--- config.mk ---
export PLATFORM = sky130hd
export DESIGN_NAME = rgb_to_hsi_color_window_core_flat
export DESIGN_NICKNAME = d
export VERILOG_FILES = /design/src/rtl/rhcw_pkg.sv /design/src/rtl/rhcw_pixel_if.sv /design/src/rtl/rhcw_result_if.sv /design/src/rtl/rhcw_front.sv /design/src/rtl/rhcw_div.sv /design/src/rtl/rhcw_map.sv /design/src/rtl/rgb_to_hsi_color_window_core.sv /design/src/flat_wrapper.sv
export SDC_FILE = /design/constraint.sdc
export NUM_CORES = 1
export LEC_CHECK = 0
export BUFFER_PORTS_ARGS = -buffer_cell sky130_fd_sc_hd__buf_2
export CAP_MARGIN = 25
export CORE_MARGIN = 2
export CORE_UTILIZATION = 60
export DETAILED_ROUTE_END_ITERATION = 8
export GPL_TIMING_DRIVEN = 0
export PLACE_DENSITY = 0.86
export SETUP_SLACK_MARGIN = 0.02
export SYNTH_ARGS = -nofsm -noshare
export SYNTH_HDL_FRONTEND = slang
export SYNTH_HIERARCHICAL = 1
export SYNTH_SLANG_ARGS = --single-unit
--- constraint.sdc ---
create_clock -name clk -period 11 [get_ports clk]
set_clock_uncertainty 0.1 [all_clocks]
set_input_delay 1.1 -clock clk [delete_from_list [all_inputs] [get_ports clk]]
set_output_delay 1.1 -clock clk [all_outputs]
set_load 0.05 [all_outputs]
--- src/rtl/rhcw_pkg.sv ---
`default_nettype none
package rhcw_pkg;

    localparam int CH_W        = 8;
    localparam int HNUM_W      = 17;   // hue numerator, up to 360 * 255
    localparam int SNUM_W      = 16;   // saturation numerator, 255 * d
    localparam int DEG_W       = 9;    // hue in degrees, 0..360
    localparam int DIV_STAGES  = (DEG_W + 1) / 2;
    localparam int RECIP_SHIFT = 22;
    localparam int K_W         = 22;
    localparam int PROD_W      = 30;
    localparam int CFG_IDX_W   = 3;

    // floor(x / 180) == (x * ceil(2^22 / 180)) >> 22 for x up to 180 * 128,
    // with the 127 or 128 scale folded into the constant
    localparam logic [K_W-1:0]   K_LOW    = 22'd2959354;   // 127 * 23302
    localparam logic [K_W-1:0]   K_HIGH   = 22'd2982656;   // 128 * 23302
    localparam logic [DEG_W-1:0] DEG_HALF = 9'd180;
    localparam logic [DEG_W-1:0] DEG_FULL = 9'd360;

    typedef enum logic [1:0] {
        SEC_RED_GB,
        SEC_GREEN,
        SEC_RED_BG,
        SEC_BLUE
    } sector_t;

    typedef enum logic [CFG_IDX_W-1:0] {
        CFG_HUE_LOW    = 3'd0,
        CFG_HUE_HIGH   = 3'd1,
        CFG_SAT_LOW    = 3'd2,
        CFG_SAT_HIGH   = 3'd3,
        CFG_INTEN_LOW  = 3'd4,
        CFG_INTEN_HIGH = 3'd5
    } cfg_idx_t;

    typedef struct packed {
        logic signed [CH_W-1:0] hue_low;
        logic signed [CH_W-1:0] hue_high;
        logic [CH_W-1:0]        sat_low;
        logic [CH_W-1:0]        sat_high;
        logic [CH_W-1:0]        inten_low;
        logic [CH_W-1:0]        inten_high;
    } cfg_t;

    typedef struct packed {
        logic              gray;
        logic [CH_W-1:0]   mx;
        logic [CH_W-1:0]   d;
        logic [HNUM_W-1:0] hnum;
        logic [SNUM_W-1:0] snum;
    } num_t;

    typedef struct packed {
        logic              gray;
        logic [CH_W-1:0]   mx;
        logic [CH_W-1:0]   d;
        logic [HNUM_W-1:0] hrem;
        logic [DEG_W-1:0]  hq;
        logic [SNUM_W-1:0] srem;
        logic [CH_W-1:0]   sq;
    } div_work_t;

    typedef struct packed {
        logic             gray;
        logic [CH_W-1:0]  mx;
        logic [DEG_W-1:0] deg;
        logic [CH_W-1:0]  sat;
    } quot_t;

endpackage
`default_nettype wire

--- src/rtl/rhcw_pixel_if.sv ---
`default_nettype none
interface rhcw_pixel_if;
    logic       valid;
    logic       ready;
    logic [7:0] red;
    logic [7:0] green;
    logic [7:0] blue;

    modport source (output valid, output red, output green, output blue, input ready);
    modport sink   (input valid, input red, input green, input blue, output ready);
endinterface
`default_nettype wire

--- src/rtl/rhcw_result_if.sv ---
`default_nettype none
interface rhcw_result_if;
    logic              valid;
    logic              ready;
    logic              accept;
    logic signed [7:0] hue_code;
    logic [7:0]        saturation;
    logic [7:0]        intensity;

    modport source (output valid, output accept, output hue_code, output saturation,
                    output intensity, input ready);
    modport sink   (input valid, input accept, input hue_code, input saturation,
                    input intensity, output ready);
endinterface
`default_nettype wire

--- src/rtl/rhcw_front.sv ---
`default_nettype none
module rhcw_front (
    input  wire logic         clk,
    input  wire logic         rst_n,
    rhcw_pixel_if.sink        pixel,
    output logic              num_valid,
    input  wire logic         num_ready,
    output rhcw_pkg::num_t    num_data
);
    import rhcw_pkg::*;

    // stage A: max, min, sector and offset term
    logic                  a_valid_reg;
    logic [CH_W-1:0]       a_mx_reg, a_mx_next;
    logic [CH_W-1:0]       a_d_reg, a_d_next;
    sector_t               a_sec_reg, a_sec_next;
    logic signed [CH_W:0]  a_ofs_reg, a_ofs_next;
    logic [CH_W-1:0]       a_mn;
    logic                  a_ready;

    // stage B: numerators of both divisions
    logic                  b_valid_reg;
    num_t                  b_data_reg, b_data_next;
    logic                  b_ready;

    logic [HNUM_W-1:0]     base_term;
    logic signed [HNUM_W+1:0] hnum_wide;

    assign b_ready     = !b_valid_reg || num_ready;
    assign a_ready     = !a_valid_reg || b_ready;
    assign pixel.ready = a_ready;

    always_comb
    begin
        a_mx_next = pixel.red;
        a_mn      = pixel.red;
        if (pixel.green > a_mx_next)
        begin
            a_mx_next = pixel.green;
        end
        if (pixel.blue > a_mx_next)
        begin
            a_mx_next = pixel.blue;
        end
        if (pixel.green < a_mn)
        begin
            a_mn = pixel.green;
        end
        if (pixel.blue < a_mn)
        begin
            a_mn = pixel.blue;
        end
        a_d_next = a_mx_next - a_mn;

        if (pixel.green > pixel.blue)
        begin
            if (pixel.red > pixel.green)
            begin
                a_sec_next = SEC_RED_GB;
                a_ofs_next = $signed({1'b0, pixel.green}) - $signed({1'b0, pixel.blue});
            end
            else
            begin
                a_sec_next = SEC_GREEN;
                a_ofs_next = $signed({1'b0, pixel.blue}) - $signed({1'b0, pixel.red});
            end
        end
        else
        begin
            if (pixel.red > pixel.blue)
            begin
                a_sec_next = SEC_RED_BG;
                a_ofs_next = $signed({1'b0, pixel.green}) - $signed({1'b0, pixel.blue});
            end
            else
            begin
                a_sec_next = SEC_BLUE;
                a_ofs_next = $signed({1'b0, pixel.red}) - $signed({1'b0, pixel.green});
            end
        end
    end

    always_comb
    begin
        case (a_sec_reg)
            SEC_RED_GB: base_term = '0;
            SEC_GREEN:  base_term = {{(HNUM_W-CH_W){1'b0}}, a_d_reg} * HNUM_W'(120);
            SEC_RED_BG: base_term = {{(HNUM_W-CH_W){1'b0}}, a_d_reg} * HNUM_W'(360);
            SEC_BLUE:   base_term = {{(HNUM_W-CH_W){1'b0}}, a_d_reg} * HNUM_W'(240);
            default:    base_term = '0;
        endcase
        hnum_wide = $signed({2'b00, base_term})
                  + {{(HNUM_W+1-CH_W){a_ofs_reg[CH_W]}}, a_ofs_reg} * (HNUM_W+2)'(60);

        b_data_next.gray = (a_d_reg == '0);
        b_data_next.mx   = a_mx_reg;
        b_data_next.d    = a_d_reg;
        b_data_next.hnum = hnum_wide[HNUM_W-1:0];
        b_data_next.snum = {a_d_reg, {CH_W{1'b0}}} - {{CH_W{1'b0}}, a_d_reg};
    end

    always_ff @(posedge clk or negedge rst_n)
    begin
        if (!rst_n)
        begin
            a_valid_reg <= 1'b0;
            b_valid_reg <= 1'b0;
        end
        else
        begin
            if (a_ready)
            begin
                a_valid_reg <= pixel.valid;
            end
            if (b_ready)
            begin
                b_valid_reg <= a_valid_reg;
            end
        end
    end

    always_ff @(posedge clk)
    begin
        if (a_ready && pixel.valid)
        begin
            a_mx_reg  <= a_mx_next;
            a_d_reg   <= a_d_next;
            a_sec_reg <= a_sec_next;
            a_ofs_reg <= a_ofs_next;
        end
        if (b_ready && a_valid_reg)
        begin
            b_data_reg <= b_data_next;
        end
    end

    assign num_valid = b_valid_reg;
    assign num_data  = b_data_reg;

endmodule
`default_nettype wire

--- src/rtl/rhcw_div.sv ---
`default_nettype none
module rhcw_div (
    input  wire logic             clk,
    input  wire logic             rst_n,
    input  wire logic             num_valid,
    output logic                  num_ready,
    input  wire rhcw_pkg::num_t   num_data,
    output logic                  quot_valid,
    input  wire logic             quot_ready,
    output rhcw_pkg::quot_t       quot_data
);
    import rhcw_pkg::*;

    // one restoring step for the hue quotient, and for saturation where the bit exists
    function automatic div_work_t div_step(input div_work_t w, input logic [3:0] pos);
        logic [HNUM_W-1:0] htry;
        logic [SNUM_W-1:0] stry;
        div_work_t         r;
        r    = w;
        htry = {{(HNUM_W-CH_W){1'b0}}, w.d} << pos;
        stry = {{(SNUM_W-CH_W){1'b0}}, w.mx} << pos;
        if (w.hrem >= htry)
        begin
            r.hrem    = w.hrem - htry;
            r.hq[pos] = 1'b1;
        end
        if ((pos < 4'(CH_W)) && (w.srem >= stry))
        begin
            r.srem         = w.srem - stry;
            r.sq[pos[2:0]] = 1'b1;
        end
        return r;
    endfunction

    logic      v_reg  [DIV_STAGES];
    div_work_t w_reg  [DIV_STAGES];
    div_work_t w_next [DIV_STAGES];
    logic      rdy    [DIV_STAGES];
    logic      v_in   [DIV_STAGES];
    div_work_t w_in   [DIV_STAGES];

    assign v_in[0]      = num_valid;
    assign w_in[0].gray = num_data.gray;
    assign w_in[0].mx   = num_data.mx;
    assign w_in[0].d    = num_data.d;
    assign w_in[0].hrem = num_data.hnum;
    assign w_in[0].hq   = '0;
    assign w_in[0].srem = num_data.snum;
    assign w_in[0].sq   = '0;

    genvar k;
    generate
        for (k = 0; k < DIV_STAGES; k++)
        begin : g_stage
            localparam int HI = DEG_W - 1 - 2 * k;
            localparam int LO = DEG_W - 2 - 2 * k;

            if (k > 0)
            begin : g_link
                assign v_in[k] = v_reg[k-1];
                assign w_in[k] = w_reg[k-1];
            end

            if (k < DIV_STAGES - 1)
            begin : g_rdy_mid
                assign rdy[k] = !v_reg[k] || rdy[k+1];
            end
            else
            begin : g_rdy_last
                assign rdy[k] = !v_reg[k] || quot_ready;
            end

            always_comb
            begin
                w_next[k] = div_step(w_in[k], 4'(HI));
                if (LO >= 0)
                begin
                    w_next[k] = div_step(w_next[k], 4'(LO));
                end
            end

            always_ff @(posedge clk or negedge rst_n)
            begin
                if (!rst_n)
                begin
                    v_reg[k] <= 1'b0;
                end
                else if (rdy[k])
                begin
                    v_reg[k] <= v_in[k];
                end
            end

            always_ff @(posedge clk)
            begin
                if (rdy[k] && v_in[k])
                begin
                    w_reg[k] <= w_next[k];
                end
            end
        end
    endgenerate

    assign num_ready       = rdy[0];
    assign quot_valid      = v_reg[DIV_STAGES-1];
    assign quot_data.gray  = w_reg[DIV_STAGES-1].gray;
    assign quot_data.mx    = w_reg[DIV_STAGES-1].mx;
    assign quot_data.deg   = w_reg[DIV_STAGES-1].hq;
    assign quot_data.sat   = w_reg[DIV_STAGES-1].sq;

endmodule
`default_nettype wire

--- src/rtl/rhcw_map.sv ---
`default_nettype none
module rhcw_map (
    input  wire logic             clk,
    input  wire logic             rst_n,
    input  wire rhcw_pkg::cfg_t   cfg,
    input  wire logic             quot_valid,
    output logic                  quot_ready,
    input  wire rhcw_pkg::quot_t  quot_data,
    rhcw_result_if.source         result
);
    import rhcw_pkg::*;

    // stage M: scaled hue product
    logic                 m_valid_reg;
    logic [PROD_W-1:0]    m_prod_reg, m_prod_next;
    logic                 m_upper_reg, m_upper_next;
    logic [CH_W-1:0]      m_sat_reg, m_sat_next;
    logic [CH_W-1:0]      m_mx_reg;
    logic                 m_ready;

    logic [DEG_W-1:0]     deg_eff;
    logic [DEG_W-1:0]     span;
    logic [K_W-1:0]       kmul;
    logic [DEG_W+K_W-1:0] prod_full;

    // stage F: output register
    logic                 f_valid_reg;
    logic                 f_accept_reg, f_accept_next;
    logic signed [CH_W-1:0] f_hue_reg, f_hue_next;
    logic [CH_W-1:0]      f_sat_reg, f_inten_reg;
    logic                 f_ready;
    logic [CH_W-1:0]      mag;

    assign f_ready    = !f_valid_reg || result.ready;
    assign m_ready    = !m_valid_reg || f_ready;
    assign quot_ready = m_ready;

    always_comb
    begin
        deg_eff      = quot_data.gray ? '0 : quot_data.deg;
        m_upper_next = (deg_eff > DEG_HALF);
        span         = m_upper_next ? (DEG_FULL - deg_eff) : deg_eff;
        kmul         = m_upper_next ? K_HIGH : K_LOW;
        prod_full    = {{K_W{1'b0}}, span} * {{DEG_W{1'b0}}, kmul};
        m_prod_next  = prod_full[PROD_W-1:0];
        m_sat_next   = quot_data.gray ? '0 : quot_data.sat;
    end

    always_comb
    begin
        mag           = m_prod_reg[RECIP_SHIFT+CH_W-1:RECIP_SHIFT];
        f_hue_next    = m_upper_reg ? $signed(CH_W'(0) - mag) : $signed(mag);
        f_accept_next = (f_hue_next >= cfg.hue_low) && (f_hue_next <= cfg.hue_high)
                     && (m_sat_reg >= cfg.sat_low) && (m_sat_reg <= cfg.sat_high)
                     && (m_mx_reg >= cfg.inten_low) && (m_mx_reg <= cfg.inten_high);
    end

    always_ff @(posedge clk or negedge rst_n)
    begin
        if (!rst_n)
        begin
            m_valid_reg <= 1'b0;
            f_valid_reg <= 1'b0;
        end
        else
        begin
            if (m_ready)
            begin
                m_valid_reg <= quot_valid;
            end
            if (f_ready)
            begin
                f_valid_reg <= m_valid_reg;
            end
        end
    end

    always_ff @(posedge clk)
    begin
        if (m_ready && quot_valid)
        begin
            m_prod_reg  <= m_prod_next;
            m_upper_reg <= m_upper_next;
            m_sat_reg   <= m_sat_next;
            m_mx_reg    <= quot_data.mx;
        end
        if (f_ready && m_valid_reg)
        begin
            f_accept_reg <= f_accept_next;
            f_hue_reg    <= f_hue_next;
            f_sat_reg    <= m_sat_reg;
            f_inten_reg  <= m_mx_reg;
        end
    end

    assign result.valid      = f_valid_reg;
    assign result.accept     = f_accept_reg;
    assign result.hue_code   = f_hue_reg;
    assign result.saturation = f_sat_reg;
    assign result.intensity  = f_inten_reg;

endmodule
`default_nettype wire

--- src/rtl/rgb_to_hsi_color_window_core.sv ---
// RGB to hue/saturation/intensity color window.
// Pixels enter on the pixel channel (valid/ready, red/green/blue, 8 bits each).
// Each pixel gives one item on the result channel: intensity (largest channel),
// saturation floor(255*(max-min)/max), a signed hue code (0..127 for 0..180
// degrees, zero or negative above) and an accept flag that is high when all
// three lie inside the configured inclusive windows.
// Windows are set through cfg_we / cfg_index / cfg_data (indexes 0..5: hue low,
// hue high, saturation low, saturation high, intensity low, intensity high);
// write them while no item is in flight. Other indexes are dropped.
// Nine register stages: 2 front stages, 5 divider stages (two hue quotient bits
// each but one in the last) and 2 mapping stages. The first stage loads on the
// accepting edge, and the result is held in the last mapping stage's register.
// Throughput is one item per cycle while the result channel is ready; each stage
// advances whenever the stage ahead has room, so bubbles collapse and the pixel
// channel keeps accepting until all nine stages hold an item.
// When the receiver stalls, results hold in the output register and the stages
// behind it fill up before ready drops. Reset empties the pipe and clears all
// window registers to zero.
`default_nettype none
module rgb_to_hsi_color_window_core (
    input  wire logic                             clk,
    input  wire logic                             rst_n,
    rhcw_pixel_if.sink                            pixel,
    rhcw_result_if.source                         result,
    input  wire logic                             cfg_we,
    input  wire logic [rhcw_pkg::CFG_IDX_W-1:0]   cfg_index,
    input  wire logic [rhcw_pkg::CH_W-1:0]        cfg_data
);
    import rhcw_pkg::*;

    cfg_t  cfg_reg;

    logic  num_valid;
    logic  num_ready;
    num_t  num_data;

    logic  quot_valid;
    logic  quot_ready;
    quot_t quot_data;

    // Window registers: write by index, ignore unknown indexes.
    always_ff @(posedge clk or negedge rst_n)
    begin
        if (!rst_n)
        begin
            cfg_reg <= '0;
        end
        else if (cfg_we)
        begin
            case (cfg_idx_t'(cfg_index))
                CFG_HUE_LOW:    cfg_reg.hue_low    <= $signed(cfg_data);
                CFG_HUE_HIGH:   cfg_reg.hue_high   <= $signed(cfg_data);
                CFG_SAT_LOW:    cfg_reg.sat_low    <= cfg_data;
                CFG_SAT_HIGH:   cfg_reg.sat_high   <= cfg_data;
                CFG_INTEN_LOW:  cfg_reg.inten_low  <= cfg_data;
                CFG_INTEN_HIGH: cfg_reg.inten_high <= cfg_data;
                default:        cfg_reg            <= cfg_reg;
            endcase
        end
    end

    // Front: max/min, sector and the two division numerators.
    rhcw_front u_front (
        .clk       (clk),
        .rst_n     (rst_n),
        .pixel     (pixel),
        .num_valid (num_valid),
        .num_ready (num_ready),
        .num_data  (num_data)
    );

    // Divider: hue degrees and saturation, up to two quotient bits of each per stage.
    rhcw_div u_div (
        .clk        (clk),
        .rst_n      (rst_n),
        .num_valid  (num_valid),
        .num_ready  (num_ready),
        .num_data   (num_data),
        .quot_valid (quot_valid),
        .quot_ready (quot_ready),
        .quot_data  (quot_data)
    );

    // Map: degrees to hue code, window compare, output register.
    rhcw_map u_map (
        .clk        (clk),
        .rst_n      (rst_n),
        .cfg        (cfg_reg),
        .quot_valid (quot_valid),
        .quot_ready (quot_ready),
        .quot_data  (quot_data),
        .result     (result)
    );

endmodule
`default_nettype wire
--- src/flat_wrapper.sv ---
// flat-port wrapper written by rule: the top's interface ports become plain ports
module rgb_to_hsi_color_window_core_flat import rhcw_pkg::*;
  (clk, rst_n, cfg_we, cfg_index, cfg_data, pixel_valid, pixel_red, pixel_green, pixel_blue, pixel_ready, result_valid, result_accept, result_hue_code, result_saturation, result_intensity, result_ready);
  rhcw_pixel_if pixel_i ();
  rhcw_result_if result_i ();
  input  wire logic clk;
  input  wire logic rst_n;
  input  wire logic cfg_we;
  input  wire logic [rhcw_pkg::CFG_IDX_W-1:0] cfg_index;
  input  wire logic [rhcw_pkg::CH_W-1:0] cfg_data;
  input wire logic [$bits(pixel_i.valid)-1:0] pixel_valid;
  input wire logic [$bits(pixel_i.red)-1:0] pixel_red;
  input wire logic [$bits(pixel_i.green)-1:0] pixel_green;
  input wire logic [$bits(pixel_i.blue)-1:0] pixel_blue;
  output wire logic [$bits(pixel_i.ready)-1:0] pixel_ready;
  output wire logic [$bits(result_i.valid)-1:0] result_valid;
  output wire logic [$bits(result_i.accept)-1:0] result_accept;
  output wire logic [$bits(result_i.hue_code)-1:0] result_hue_code;
  output wire logic [$bits(result_i.saturation)-1:0] result_saturation;
  output wire logic [$bits(result_i.intensity)-1:0] result_intensity;
  input wire logic [$bits(result_i.ready)-1:0] result_ready;
  assign pixel_i.valid = pixel_valid;
  assign pixel_i.red = pixel_red;
  assign pixel_i.green = pixel_green;
  assign pixel_i.blue = pixel_blue;
  assign pixel_ready = pixel_i.ready;
  assign result_valid = result_i.valid;
  assign result_accept = result_i.accept;
  assign result_hue_code = result_i.hue_code;
  assign result_saturation = result_i.saturation;
  assign result_intensity = result_i.intensity;
  assign result_i.ready = result_ready;
  rgb_to_hsi_color_window_core u_core (.clk(clk), .rst_n(rst_n), .pixel(pixel_i), .result(result_i), .cfg_we(cfg_we), .cfg_index(cfg_index), .cfg_data(cfg_data));
endmodule
==> results of run 1 <==
==> layout by cell type (no fill, tap or decap), drive strengths merged, types with 9 or more instances in the layout <==
master,n
and3,10
nor2,213
o211ai,16
o21a,42
ha,384
clkinv,20
clkbuf,87
mux2,88
a2111oi,11
a21oi,218
nand3,44
nand2,150
a211o,9
a21boi,18
a31oi,15
mux2i,42
xor2,60
inv,445
nor3,58
fa,130
o21bai,16
nor3b,9
or4,10
o31ai,17
o21ai,148
nand2b,61
nor2b,59
or3,26
nand4,40
nor4,23
or2,23
edfxtp,386
conb,10
buf,98
a21o,70
and2,23
xnor2,133
a211oi,27
dfrtp,57
==> metrics by stage <==
step	hold slack [ns]	area (um2)	instances
floorplan	0.300	33800	3231
global route	0.318	36700	4139
CTS	0.315	36700	4138
finish	0.314	36700	4139
detailed placement	0.305	35300	4055
global placement	0.301	35000	4044
==> final cells by class <==
type,count,area share
Sequential cell,443,0.354
Clock buffer,56,0.0337
Timing Repair Buffer,77,0.0146
Inverter,442,0.0452
Clock inverter,27,0.00630
Multi-Input combinational cell,2294,0.514
Buffer,52,0.00671
Tap cell,748,0.0255
==> cells by family (layout without fill, tap and decap cells) <==
family	Yosys count	count (layout)	share of synthesized area
AO/OA/AOI/OAI	670	670	0.128
AND/OR/NAND/NOR	777	777	0.119
other	3	10	0.000334
multiplexers	130	130	0.0419
flip-flops	443	443	0.386
buffers and inverters	494	654	0.0564
XOR/XNOR	193	193	0.0501
adder cells (fa/ha/maj)	514	514	0.219
==> worst min-delay path by stage <==
stage | start | to | slack, ns
floorplan | u_core/u_div/w_reg[0][52] | u_core/u_div/w_reg[0][119] | 0.30
global placement | u_core/u_div/w_reg[0][317] | u_core/u_map/m_mx_reg[5] | 0.30
detailed placement | u_core/u_front/a_mx_reg[1] | u_core/u_front/num_data[42] | 0.30
CTS | u_core/u_div/w_reg[0][216] | u_core/u_div/w_reg[0][283] | 0.32
global route | u_core/u_div/w_reg[0][216] | u_core/u_div/w_reg[0][283] | 0.32
finish | u_core/u_div/w_reg[0][216] | u_core/u_div/w_reg[0][283] | 0.31
==> worst max-delay path: cells and delay by family (launching register included) <==
kind                     cells  cell delay [ns]
AO/OA/AOI/OAI                7             1.85
AND/OR/NAND/NOR              4             0.96
XOR/XNOR                     1             0.14
flip-flops                   1             0.36
buffers and inverters        5             0.92
adder cells (fa/ha/maj)      6             2.59
==> metal layers <==
layer / track usage / vias up
met5: 0 / -
met4: 0.101 / 0
met3: 0.0377 / 196
met2: 0.440 / 854
met1: 0.304 / 11600
li1: - / 11700
==> reports/results.ini, run 1 <==
[global_route]
grt_pass1_vias = 24200
overflow = 0
grt_start_max_net_pins = 36
antenna_found_initial = 0
grt_pass1_wl_um = 117000
grt_usage = 0.249

[setup_path]
endpoint = u_core/u_map/m_prod_reg[28]
r2r_end = u_core/u_map/m_prod_reg[28]
slowest_delay_ns = 0.52
critPathArrivalTime_ns = 7.44
cp-start-kind = register
crit_start = u_core/u_div/w_reg[0][320]
critical_path.max_fanout = 10
critPathRequiredTime_ns = 11.22
crit_path_frequent_cell = fa_1
r2r_setup_slack_ns = 3.78
critPathKind = register to register
r2r_cells = 23
endpoint_kind = register
crit_path_cell_trace = clkbuf_1 -> nand2b_1 -> ha_1 -> nand2b_1 -> a21o_1 -> nand3_1 -> a211o_1 -> inv_1 -> nor3b_1 -> buf_2 -> fa_1 -> fa_1 -> fa_1 -> inv_1 -> fa_1 -> inv_1 -> ha_1 -> a21oi_1 -> o21ai_0 -> a2111oi_4 -> o31ai_1 -> a21oi_1 -> xnor2_1
timing.rr.start = u_core/u_div/w_reg[0][320]
slowest_stage = fa_1

[sta]
min_period_over_period = 0.656
drv_slew = 0
rsz0062_at_grt = no
worst_pin_slew_ns = 0.902
setup_viol = 0
fmax_mhz = 139
relSlewSlack = 0.393
fin_crit_ns = 7.22
hold_viol_final = 0
fin_ws_ns = 3.78
setup_tns_ns = 0

[floorplan]
start_util = 0.609
rows = 86
dieWidth_um = 241
ios = 67
die_area_mm2 = 0.0582
fp.dieH_um = 241
coreArea_mm2 = 0.0554

[logic_synthesis]
synth_cell_types = 102
synth_area_mm2 = 0.0338
yosys-top-cells-count = 439 x inv_1, 386 x edfxtp_1, 384 x ha_1
synth_most_common_cell = inv_1
yosys.area.top_type_share = 0.343
ys_top_cells_by_area = edfxtp_1 34%, ha_1 14%, fa_1 7.7%, inv_1 4.9%, dfrtp_1 4.2%
yosys_register_bits = 443
synth_ff_type = edfxtp_1
yosysTopAreaCell = edfxtp_1
synth_area_per_cell_um2 = 10.5
async_flop_share = 0.129
syn_inst = 3224
yosysWarnings = 6
synth_edf_count = 386
ys_seq_area_frac = 0.386

[clock_network]
cts.htree.levels = 2
cts_setup_buffers = 0
ctsHoldBuffers = 0
cts.sinks = 443
cts_buffer_depth = 3
cts_tree = yes
clk_pin_slew_ns = 0.06
cts_made_buffers = 46
cts_resized = 0
root_buffer = clkbuf_16
worstSkewPairLatency_ns = 0.59

[run]
max_cap_viol_count = 0

[finish]
multi_input_area_mm2 = 0.0189
largest_register_ffs = 262
regArea_mm2 = 0.0130
utilization = 0.663
area_growth_syn_to_layout_pct = 8.82
n_fill_cell = 3942
antenna_cells = 0
layout-drive-gt1-share = 0.0938
fin_nets = 3910

[min_path]
min_path_cells = 0
hp-class = register to register

[placed_design]
dp_hpwl_um = 55200
pre_cts_ws_ns = 3.76
portBuffers = 65
gp_congestion = 0.939

[drt]
dr_wl_met2_um = 35200
dr.first_iter.drc_count = 1598
wl_per_cell_um = 17.3
viasPerCell = 5.88
drt_wl_total_um = 71400
vias = 24400
met3_length_um = 4030
drcViolationCount = 0
m1WireLength_um = 29300
ant_nets = 0
drt_pass1_iterations = 6
dr.max_layer_used = met4

[status]
status = finished clean

Power of run 1 is not shown: default switching activity piles up to over one toggle a cycle in this logic, so the estimate is an artifact.
==> run 2: changes to the inputs <==
CORE_UTILIZATION = 59   (was 60)
PLACE_DENSITY = 0.88   (was 0.86)
clock period = 6.2 ns   (was 11 ns; I/O delays follow)
==> reports/results.ini, run 2 (synthesis results as in run 1) <==
[clock_network]
cts.sinks = 443
clk_pin_slew_ns = 0.07
cts_made_buffers = 46
cts_buffer_depth = 3
worstSkewPairLatency_ns = 0.63
cts_tree = yes
cts.htree.levels = 2
root_buffer = clkbuf_16

[sta]
rsz0062_at_grt = yes
fmax_mhz = 156
worst_pin_slew_ns = 0.930
relSlewSlack = 0.374
whs_ns = 0.245
hold_viol_final = 0
drv_slew = 0
min_period_over_period = 1.04
setup_viol = 8
fin_crit_ns = 6.43
fin_ws_ns = -0.226

[global_route]
grt_pass1_vias = 25400
grt_start_max_net_pins = 35
grt_usage = 0.262
antenna_found_initial = 0
overflow = 0
grt_pass1_wl_um = 126000

[placed_design]
portBuffers = 65
placed_cells = 4062
placed_cell_area_mm2 = 0.0353
dp_hpwl_um = 56500
gp_congestion = 0.963

[finish]
instances_no_fill = 4178
final_cell_mix = 427 x inv_1, 386 x edfxtp_1, 376 x ha_1, 208 x nor2_1, 207 x a21oi_1
multi_input_area_mm2 = 0.0193
layout-drive-gt1-share = 0.120
final_common_cell = inv_1
utilization = 0.665
n_fill_cell = 3741
final_cell_area_mm2 = 0.0376
fin_nets = 3941
area_growth_syn_to_layout_pct = 11.4
antenna_cells = 0
regArea_mm2 = 0.0130
largest_register_ffs = 262

[drt]
viasPerCell = 6.12
vias = 25600
drt_wl_total_um = 82400
dr.first_iter.drc_count = 2150
drcViolationCount = 0
ant_nets = 0
drt_pass1_iterations = 8
wl_per_cell_um = 19.7

[setup_path]
critPathKind = register to register
r2r_end = u_core/u_map/m_prod_reg[24]
cp-start-kind = register
r2r_setup_slack_ns = -0.23
critical_path.max_fanout = 8
slowest_delay_ns = 0.58
slowest_stage = fa_2
critPathArrivalTime_ns = 6.70
endpoint_kind = register
r2r_cells = 28
critPathRequiredTime_ns = 6.47
timing.rr.start = u_core/u_div/w_reg[0][320]

[floorplan]
dieWidth_um = 243
fp.dieH_um = 243
die_area_mm2 = 0.0591
start_util = 0.598
ios = 67
rows = 87
coreArea_mm2 = 0.0565

[min_path]
min_from = pixel_valid
hp-class = input pin to register
holdPathEnd = u_core/u_front/a_valid_reg
min_path_cells = 2

[run]
max_cap_viol_count = 0

[status]
status = finished with violations
violations = negative setup slack

## run 2: cell types whose count changed in the layout (fill, tap and decap cells not counted), moves of 8 or more
cell / delta
a21oi_1: -9
a21oi_2: +8
buf_4: +27
clkinv_2: -9
ha_1: -8
inv_1: -12
inv_2: +8
o21ai_0: -8
## run 2: area by class of cell
type	count	area share
Inverter	442	0.0445
Timing Repair Buffer	108	0.0215
Sequential cell	443	0.346
Tap cell	756	0.0252
Clock inverter	24	0.00829
Multi-Input combinational cell	2294	0.513
Buffer	52	0.00752
Clock buffer	59	0.0336
## run 2: critical path, delay by kind of cell (launching register included)
kind                       cells  cell delay, ns
AOI/OAI and AO/OA              6            1.23
DFF                            1            0.45
buffers and inverters         10            1.11
adders and majority gates      6            2.54
xor gates and xnor gates       1            0.16
and+or+nand+nor                5            0.55
## run 2: timing repair
action | 4_1_cts | 5_1_grt
hold buffers | 1 | 0
resized for setup | 67 | 49
pin swaps | 10 | 34
gates cloned | 1 | 0
endpoints found under the setup margin | 8 | 40
setup buffers | 13 | 18
endpoints found under the hold margin | 25 | 0
## run 2: how the worst max path moves through the flow
| stage | end | depth (start not counted) | startpoint |
|---|---|---|---|
| after CTS | u_core/u_map/m_prod_reg[29] | 27 | u_core/u_div/w_reg[0][320] |
| final | u_core/u_map/m_prod_reg[24] | 28 | u_core/u_div/w_reg[0][320] |
| after floorplan | u_core/u_map/m_prod_reg[24] | 26 | u_core/u_div/w_reg[0][320] |
| after global placement | u_core/u_map/m_prod_reg[25] | 22 | u_core/u_div/w_reg[0][320] |
| after detailed placement | u_core/u_map/m_prod_reg[28] | 22 | u_core/u_div/w_reg[0][320] |
| after global routing | u_core/u_map/m_prod_reg[24] | 26 | u_core/u_div/w_reg[0][320] |
## run 2: stage by stage
step	setup slack [ns]	TNS [ns]
after floorplan	0.158	0
after global placement	-1.05	-7.84
after detailed placement	-1.00	-6.93
after CTS	0.0201	0
after global routing	-0.297	-1.73
final	-0.226	-1.11
## run 2: per-layer routing
layer / track usage / part of all wire / vias to the layer above
li1: - / - / 11800
met2: 0.473 / 0.50 / 1293
met3: 0.0386 / 0.065 / 415
met1: 0.309 / 0.37 / 12100
met5: 0 / 0 / -
met4: 0.118 / 0.058 / 0
Power of run 2 is left out for the same reason.
